===== src/rtl/hcbd_pkg.sv =====
// ---------------------------------------------------------------------------
// hcbd_pkg: shared definitions for the chunked body decoder
// Parser phase codes, result kinds, character codes and the size line
// limit.
// ---------------------------------------------------------------------------
package hcbd_pkg;

   localparam int MAX_LINE_BYTES = 18;
   localparam int LINE_COUNT_W   = $clog2(MAX_LINE_BYTES + 1);
   localparam int SIZE_W         = 64;

   localparam logic [7:0] CHAR_CR = 8'h0D;
   localparam logic [7:0] CHAR_LF = 8'h0A;

   localparam logic [2:0] PH_SIZE = 3'd0;
   localparam logic [2:0] PH_DATA = 3'd1;
   localparam logic [2:0] PH_CR   = 3'd2;
   localparam logic [2:0] PH_LF   = 3'd3;
   localparam logic [2:0] PH_DONE = 3'd4;
   localparam logic [2:0] PH_ERR  = 3'd5;

   localparam logic [1:0] KIND_DATA  = 2'd0;
   localparam logic [1:0] KIND_DONE  = 2'd1;
   localparam logic [1:0] KIND_ERROR = 2'd2;

   typedef struct packed {
      logic       ok;
      logic [3:0] value;
   } hex_type;

   function automatic hex_type hex_decode(input logic [7:0] c);
      hex_type h;
      h.ok    = 1'b1;
      h.value = 4'd0;
      if (c >= 8'h30 && c <= 8'h39) begin
         h.value = 4'(c - 8'h30);
      end else if (c >= 8'h61 && c <= 8'h66) begin
         h.value = 4'(c - 8'h61 + 8'd10);
      end else if (c >= 8'h41 && c <= 8'h46) begin
         h.value = 4'(c - 8'h41 + 8'd10);
      end else begin
         h.ok = 1'b0;
      end
      return h;
   endfunction

endpackage


===== src/rtl/http_chunked_body_decoder.sv =====
// ---------------------------------------------------------------------------
// http_chunked_body_decoder: HTTP/1.1 chunked body decoder
// Parses size lines, passes chunk data on, flags body end and format errors.
// ---------------------------------------------------------------------------
// One byte is taken per cycle while req_stall is low; it passes the parser
// state update, a 64-bit decrement and compare on the remaining chunk count,
// and its result is registered in the output stage. A size line holds at
// most 16 hex digits and a CR before its LF, with no extensions and no
// trailers. Each data byte gives a payload result, the LF after the final
// zero-size chunk gives one body-complete result, and any format fault gives
// one error result; after either, bytes give nothing until req_body_start is
// raised with the first byte of a new body. Size line bytes and CR LF bytes
// give no result. A two-entry output stage lets input keep flowing while
// rsp_stall is high, and req_stall rises only once both entries hold results.
// ---------------------------------------------------------------------------
module http_chunked_body_decoder (
   input  logic       clock,
   input  logic       reset,
   input  logic       req_valid,
   output logic       req_stall,
   input  logic [7:0] req_in_byte,
   input  logic       req_body_start,
   output logic       rsp_valid,
   input  logic       rsp_stall,
   output logic [7:0] rsp_out_byte,
   output logic [1:0] rsp_out_kind
);

   localparam int LCW = hcbd_pkg::LINE_COUNT_W;
   localparam int SW  = hcbd_pkg::SIZE_W;

   logic [2:0]     phase_ff, phase_in, cur_phase;
   logic [SW-1:0]  chunk_ff, chunk_in, cur_chunk;
   logic [LCW-1:0] line_ff, line_in, cur_line, line_inc;
   logic [SW-1:0]  size_ff, size_in, cur_size;
   logic           last_ff, last_in, cur_last;
   logic           seen_cr_ff, seen_cr_in, cur_seen_cr;

   logic           emit;
   logic [1:0]     emit_kind;
   logic [7:0]     emit_byte;
   logic           fault;
   hcbd_pkg::hex_type hex;

   logic           out_valid_ff, skid_valid_ff;
   logic [7:0]     out_byte_ff, skid_byte_ff;
   logic [1:0]     out_kind_ff, skid_kind_ff;

   logic           accept, pop, res_valid;

   assign req_stall = skid_valid_ff;
   assign accept    = req_valid && !req_stall;
   assign pop       = out_valid_ff && !rsp_stall;
   assign res_valid = accept && emit;

   // body start clears the parser before this byte is taken
   always_comb begin
      if (req_body_start) begin
         cur_phase   = hcbd_pkg::PH_SIZE;
         cur_chunk   = '0;
         cur_line    = '0;
         cur_size    = '0;
         cur_last    = 1'b0;
         cur_seen_cr = 1'b0;
      end else begin
         cur_phase   = phase_ff;
         cur_chunk   = chunk_ff;
         cur_line    = line_ff;
         cur_size    = size_ff;
         cur_last    = last_ff;
         cur_seen_cr = seen_cr_ff;
      end
   end

   assign hex      = hcbd_pkg::hex_decode(req_in_byte);
   assign line_inc = cur_line + LCW'(1);

   always_comb begin
      phase_in   = cur_phase;
      chunk_in   = cur_chunk;
      line_in    = cur_line;
      size_in    = cur_size;
      last_in    = cur_last;
      seen_cr_in = cur_seen_cr;
      emit       = 1'b0;
      emit_kind  = hcbd_pkg::KIND_DATA;
      emit_byte  = 8'd0;
      fault      = 1'b0;
      case (cur_phase)
         hcbd_pkg::PH_SIZE: begin
            if (req_in_byte == hcbd_pkg::CHAR_LF) begin
               if (!cur_seen_cr || cur_line < LCW'(2)) begin
                  fault = 1'b1;
               end else begin
                  last_in    = (cur_size == '0);
                  chunk_in   = cur_size;
                  line_in    = '0;
                  size_in    = '0;
                  seen_cr_in = 1'b0;
                  phase_in   = (cur_size == '0) ? hcbd_pkg::PH_CR : hcbd_pkg::PH_DATA;
               end
            end else if (line_inc >= LCW'(hcbd_pkg::MAX_LINE_BYTES)) begin
               fault = 1'b1;
            end else if (cur_seen_cr) begin
               fault = 1'b1;
            end else if (req_in_byte == hcbd_pkg::CHAR_CR) begin
               line_in    = line_inc;
               seen_cr_in = 1'b1;
            end else if (!hex.ok) begin
               fault = 1'b1;
            end else begin
               line_in = line_inc;
               size_in = {cur_size[SW-5:0], hex.value};
            end
         end
         hcbd_pkg::PH_DATA: begin
            chunk_in  = cur_chunk - SW'(1);
            if (cur_chunk == SW'(1)) begin
               phase_in = hcbd_pkg::PH_CR;
            end
            emit      = 1'b1;
            emit_kind = hcbd_pkg::KIND_DATA;
            emit_byte = req_in_byte;
         end
         hcbd_pkg::PH_CR: begin
            if (req_in_byte != hcbd_pkg::CHAR_CR) begin
               fault = 1'b1;
            end else begin
               phase_in = hcbd_pkg::PH_LF;
            end
         end
         hcbd_pkg::PH_LF: begin
            if (req_in_byte != hcbd_pkg::CHAR_LF) begin
               fault = 1'b1;
            end else if (cur_last) begin
               phase_in  = hcbd_pkg::PH_DONE;
               last_in   = 1'b0;
               emit      = 1'b1;
               emit_kind = hcbd_pkg::KIND_DONE;
            end else begin
               phase_in   = hcbd_pkg::PH_SIZE;
               line_in    = '0;
               size_in    = '0;
               seen_cr_in = 1'b0;
            end
         end
         default: begin
         end
      endcase
      if (fault) begin
         phase_in   = hcbd_pkg::PH_ERR;
         chunk_in   = '0;
         line_in    = '0;
         size_in    = '0;
         seen_cr_in = 1'b0;
         emit       = 1'b1;
         emit_kind  = hcbd_pkg::KIND_ERROR;
         emit_byte  = 8'd0;
      end
   end

   always_ff @(posedge clock) begin
      if (reset) begin
         phase_ff   <= hcbd_pkg::PH_SIZE;
         chunk_ff   <= '0;
         line_ff    <= '0;
         size_ff    <= '0;
         last_ff    <= 1'b0;
         seen_cr_ff <= 1'b0;
      end else if (accept) begin
         phase_ff   <= phase_in;
         chunk_ff   <= chunk_in;
         line_ff    <= line_in;
         size_ff    <= size_in;
         last_ff    <= last_in;
         seen_cr_ff <= seen_cr_in;
      end
   end

   // output register with a skid entry behind it
   always_ff @(posedge clock) begin
      if (reset) begin
         out_valid_ff  <= 1'b0;
         skid_valid_ff <= 1'b0;
      end else begin
         if (!out_valid_ff || pop) begin
            if (skid_valid_ff) begin
               out_valid_ff  <= 1'b1;
               out_byte_ff   <= skid_byte_ff;
               out_kind_ff   <= skid_kind_ff;
               skid_valid_ff <= res_valid;
               skid_byte_ff  <= emit_byte;
               skid_kind_ff  <= emit_kind;
            end else begin
               out_valid_ff <= res_valid;
               out_byte_ff  <= emit_byte;
               out_kind_ff  <= emit_kind;
            end
         end else if (res_valid) begin
            // hold the stalled result, park the new one
            skid_valid_ff <= 1'b1;
            skid_byte_ff  <= emit_byte;
            skid_kind_ff  <= emit_kind;
         end
      end
   end

   assign rsp_valid    = out_valid_ff;
   assign rsp_out_byte = out_byte_ff;
   assign rsp_out_kind = out_kind_ff;

`ifndef SYNTHESIS
   a_skid_behind_out: assert property (@(posedge clock) disable iff (reset)
      skid_valid_ff |-> out_valid_ff)
      else $error("skid entry holds a result while output register is empty");

   a_data_has_count: assert property (@(posedge clock) disable iff (reset)
      (phase_ff == hcbd_pkg::PH_DATA) |-> (chunk_ff != '0))
      else $error("data phase entered with no bytes remaining");

   a_end_clears_count: assert property (@(posedge clock) disable iff (reset)
      (phase_ff == hcbd_pkg::PH_DONE || phase_ff == hcbd_pkg::PH_ERR) |-> (chunk_ff == '0))
      else $error("chunk count left over after body end or error");

   a_kind_legal: assert property (@(posedge clock) disable iff (reset)
      out_valid_ff |-> (out_kind_ff != 2'd3))
      else $error("undefined result kind presented");
`endif

endmodule


===== config.mk =====
export PLATFORM = sky130hd
export DESIGN_NAME = http_chunked_body_decoder
export DESIGN_NICKNAME = d
export VERILOG_FILES = /design/src/rtl/hcbd_pkg.sv /design/src/rtl/http_chunked_body_decoder.sv
export SDC_FILE = /design/constraint.sdc
export NUM_CORES = 1
export LEC_CHECK = 0
export ABC_AREA = 1
export BUFFER_PORTS_ARGS = -buffer_cell sky130_fd_sc_hd__buf_4
export CAP_MARGIN = 25
export CORE_MARGIN = 2
export CORE_UTILIZATION = 40
export DETAILED_ROUTE_END_ITERATION = 6
export GPL_TIMING_DRIVEN = 0
export PLACE_DENSITY = 0.58
export SLEW_MARGIN = 30
export SYNTH_ARGS = -nofsm -noshare
export SYNTH_HDL_FRONTEND = slang
export SYNTH_SLANG_ARGS = --single-unit

===== constraint.sdc =====
create_clock -name clock -period 4.6 [get_ports clock]
set_input_delay 0.46 -clock clock [delete_from_list [all_inputs] [get_ports clock]]
set_output_delay 0.46 -clock clock [all_outputs]
set_load 0.02 [all_outputs]

==> run metrics <==
metal2 WL=around 25000 um; filler instances=3664; Cell Pwr Density=303 mW/mm^2; Cell Chain, Critical Path=buf_6, inv_2, buf_6, buf_6, buf_6, clkbuf_1, nand2_1, inv_1, ha_1, inv_1, or2_2, nor2_1, nand2_1, nand2_1, nand3_2, nand2_2, nand2_2, inv_4, nand2_4, inv_4, buf_4, nand3_1, a21oi_1; Yosys cell types=43; Top Ports=25; post-synthesis register bit count=160; Fin. Hold Viols=0; largest cells by area after synthesis=dfxtp_1 (21%), nand2_1 (20%), a21oi_1 (12%), nand3_1 (8.3%), o21ai_0 (6.4%); post-CTS setup buffer count=0; fin cells=2849; Hold Slack=0.258 ns; CP delay by family, top=buffers and inverters; core area=0.0327 mm^2; Pins Over Slew Limit=0; Post-synth EDFFs=20; Yosys Warn Count=0; Yosys top cell by area=dfxtp_1; Post-Synthesis Cells=around 2400; fin crit period=4.37 ns; largest net degree at the start of global routing=17; fmax=~230 MHz; vias=16551; post-route cell area=between 0.01 and 0.015 mm^2; # port buffers=22; DRC Markers=0; total wire length=between 50000 and 60000 um; crit path kind=primary input to flop; Final HPWL DP=45700 um; first-pass GRT wire length=between 80000 and 90000 um; post_cts resized=0; placed cell areas=0.0141 mm^2; mapped cell area=0.0134 mm^2; clk sinks=160; share of cells above drive strength 1=approximately 8.2%; worst-margin pin slew=0.983 ns; CTS tree=built; Worst EP required=roughly 5 ns; Antenna Violating Nets Remaining=0; IR drop worst, VDD=0.000286 V; metal3 WL=6820 um; most frequent cell after synthesis=nand2_1; initial antenna violation count=2; starting density of the core=40.9%; syn avg cell area=roughly 5.7 um^2; Max-cap violations=0; TritonCTS Buffers=17; Net Count, Synth=about 2400; Clock transition at path regs=0.08 ns; WL per Instance=around 21 um; outcome=completed; DR top layer=met4; Worst path most repeated cell=buf_6; Synth Area in Compound Gates=21.9%; Post-CTS Hold Fix Bufs=0; Rel. slew slack=34.5%; Seq/Total Area, Yosys=25.4%; Adder-Cell Fraction of Synth Area=0.748%; Synth Area in Simple Gates=between 40 and 50%; via density per instance=5.81; Pre-antenna DRT Iters=6; Tot Pwr=4.47 mW; Worst Path Buf+Inv=11; DRT iter0 DRCs=between 2000 and 2500; commonest cells in the netlist=nand2_1 (707), a21oi_1 (320), nand3_1 (223), nor2_1 (206), inv_1 (190); CTS root buffer=clkbuf_16; Placer Congestion=1.01; number of global-route vias before repair=approximately 15000; CTS Buffer Depth=2; Die ar.=0.0349 mm^2; Synth top area share=roughly a fifth; die height=187 um; XOR/XNOR share of the synthesized area=less than 1%; Hold Path Class=primary input to flop; Period Utilization, post-route=95.0%; site row count=66; global route overflow=0; Leak=6.98 nW; GR Util All Layers=around a third; worst path arrival time=4.77 ns; metal1 wirelength=approximately 25000 um; Post-synth ARST share=0%; H-tree Lvls=4; RSZ-0062 raised after global routing=false; critical path's slowest cell=clkbuf_1; fin worst setup slack=0.232 ns; Clk Latency, worst-skew pair=0.47 ns; setup violators final=0; DP Cell Count=~2800; crit start category=primary input; Nets=2414; Area Overhead vs Synth=10.1%; predominant post-synthesis flop cell=dfxtp_1; multiplexer share of the synthesized area=0%; pre-CTS WS=-0.0260 ns; largest family of logic cells by synthesized area=simple AND/OR/NAND/NOR gates; skew final=0.0200 ns; Worst setup EP type=flop; CP Max Fanout=10; CP peak stage delay=0.71 ns; chip width=187 um
[placed cells by master, fill, tap and decap left out, types with 3 or more instances in the layout]
master and count:
nand2_4 3, nor2_4 8, a22oi_1 4, clkinv_4 3, nand3_1 223, o22ai_1 3
nand2_2 37, o31ai_1 3, clkbuf_1 79, nor3_1 19, nand4_1 38, nor2_2 16
buf_2 25, clkbuf_16 19, buf_1 11, buf_6 13, buf_4 31, nand3_2 4
inv_2 21, o21ai_1 25, a31oi_1 7, clkinvlp_4 3, dfxtp_1 140, nor2_1 205
inv_1 190, clkinv_1 3, o21ai_0 169, ha_1 8, nand2_1 707, edfxtp_1 20
o211ai_1 22, a21oi_1 320
[worst register-to-register path: cells and delay by family (launching register included)]
kind,cells,cell delay (ns)
flip-flops,1,0.34
AND/OR/NAND/NOR,1,0.42
AO/OA/AOI/OAI,2,0.83
buffers and inverters,4,1.73
[final timing paths]
path | cells after the start | slack, ns | end | startpoint
setup / recovery | 23 | 0.23 | line_ff[0]$_SDFFE_PP0P_ | req_body_start
hold / removal | 3 | 0.26 | req_stall$_SDFFE_PP0P_ | rsp_stall
setup reg to reg | 7 | 0.99 | skid_kind_ff[0]$_DFFE_PP_ | req_stall$_SDFFE_PP0P_
hold reg to reg | 2 | 0.46 | size_ff[47]$_SDFFE_PP0P_ | size_ff[47]$_SDFFE_PP0P_
[cell families (layout without fill, tap and decap cells)]
logic type	count (synthesis)	after routing
AO/OA/AOI/OAI	562	562
XOR/XNOR	1	1
adder cells (fa/ha/maj)	8	8
buffers and inverters	352	407
flip-flops	160	160
other	0	1
AND/OR/NAND/NOR	1268	1268
[power by group]
group	total (mW)	switching (mW)	leakage [nW]	internal [mW]
combinational	1.39	1.02	5.34	0.363
sequential	1.51	0.0364	1.35	1.47
clock	1.57	0.699	0.298	0.872
total	4.47	1.76	6.98	2.71
[registers in the layout (all words and copies together), names as in the netlist]
| signal | flops |
|---|---|
| last_ff | 1 |
| skid_kind_ff | 2 |
| rsp_out_byte | 8 |
| seen_cr_ff | 1 |
| rsp_out_kind | 2 |
| line_ff | 5 |
| chunk_ff | 64 |
| size_ff | 64 |
| skid_byte_ff | 8 |
| phase_ff | 3 |
| rsp_valid | 1 |
| req_stall | 1 |
[stage by stage]
| step | TNS (ns) | utilization, % |
|---|---|---|
| floorplan | 0 | - |
| global placement | -6.75 | 43.1 |
| detailed placement | -0.0260 | 43.1 |
| CTS | 0 | 45.0 |
| global route | 0 | 45.0 |
| finish | 0 | 45.0 |
[routing by layer]
layer	global-route usage [%]	vias to the layer above
met5	0	-
met4	12.6	0
met3	6.47	141
met2	51.0	925
met1	46.7	7650
li1	-	7835
[final cells by class]
type / count / area [um^2] / share of cell area, %
Clock buffer: 19 / 475 / 3.23
Timing Repair Buffer: 23 / 173 / 1.17
Multi-Input combinational cell: 1839 / 8490 / 57.6
Sequential cell: 160 / 3400 / 23.1
Tap cell: 442 / 553 / 3.75
Antenna cell: 1 / 2.50 / 0.0170
Inverter: 216 / 816 / 5.54
Clock inverter: 13 / 148 / 1.00
Buffer: 136 / 669 / 4.54
(Power assumes the default switching activity.)
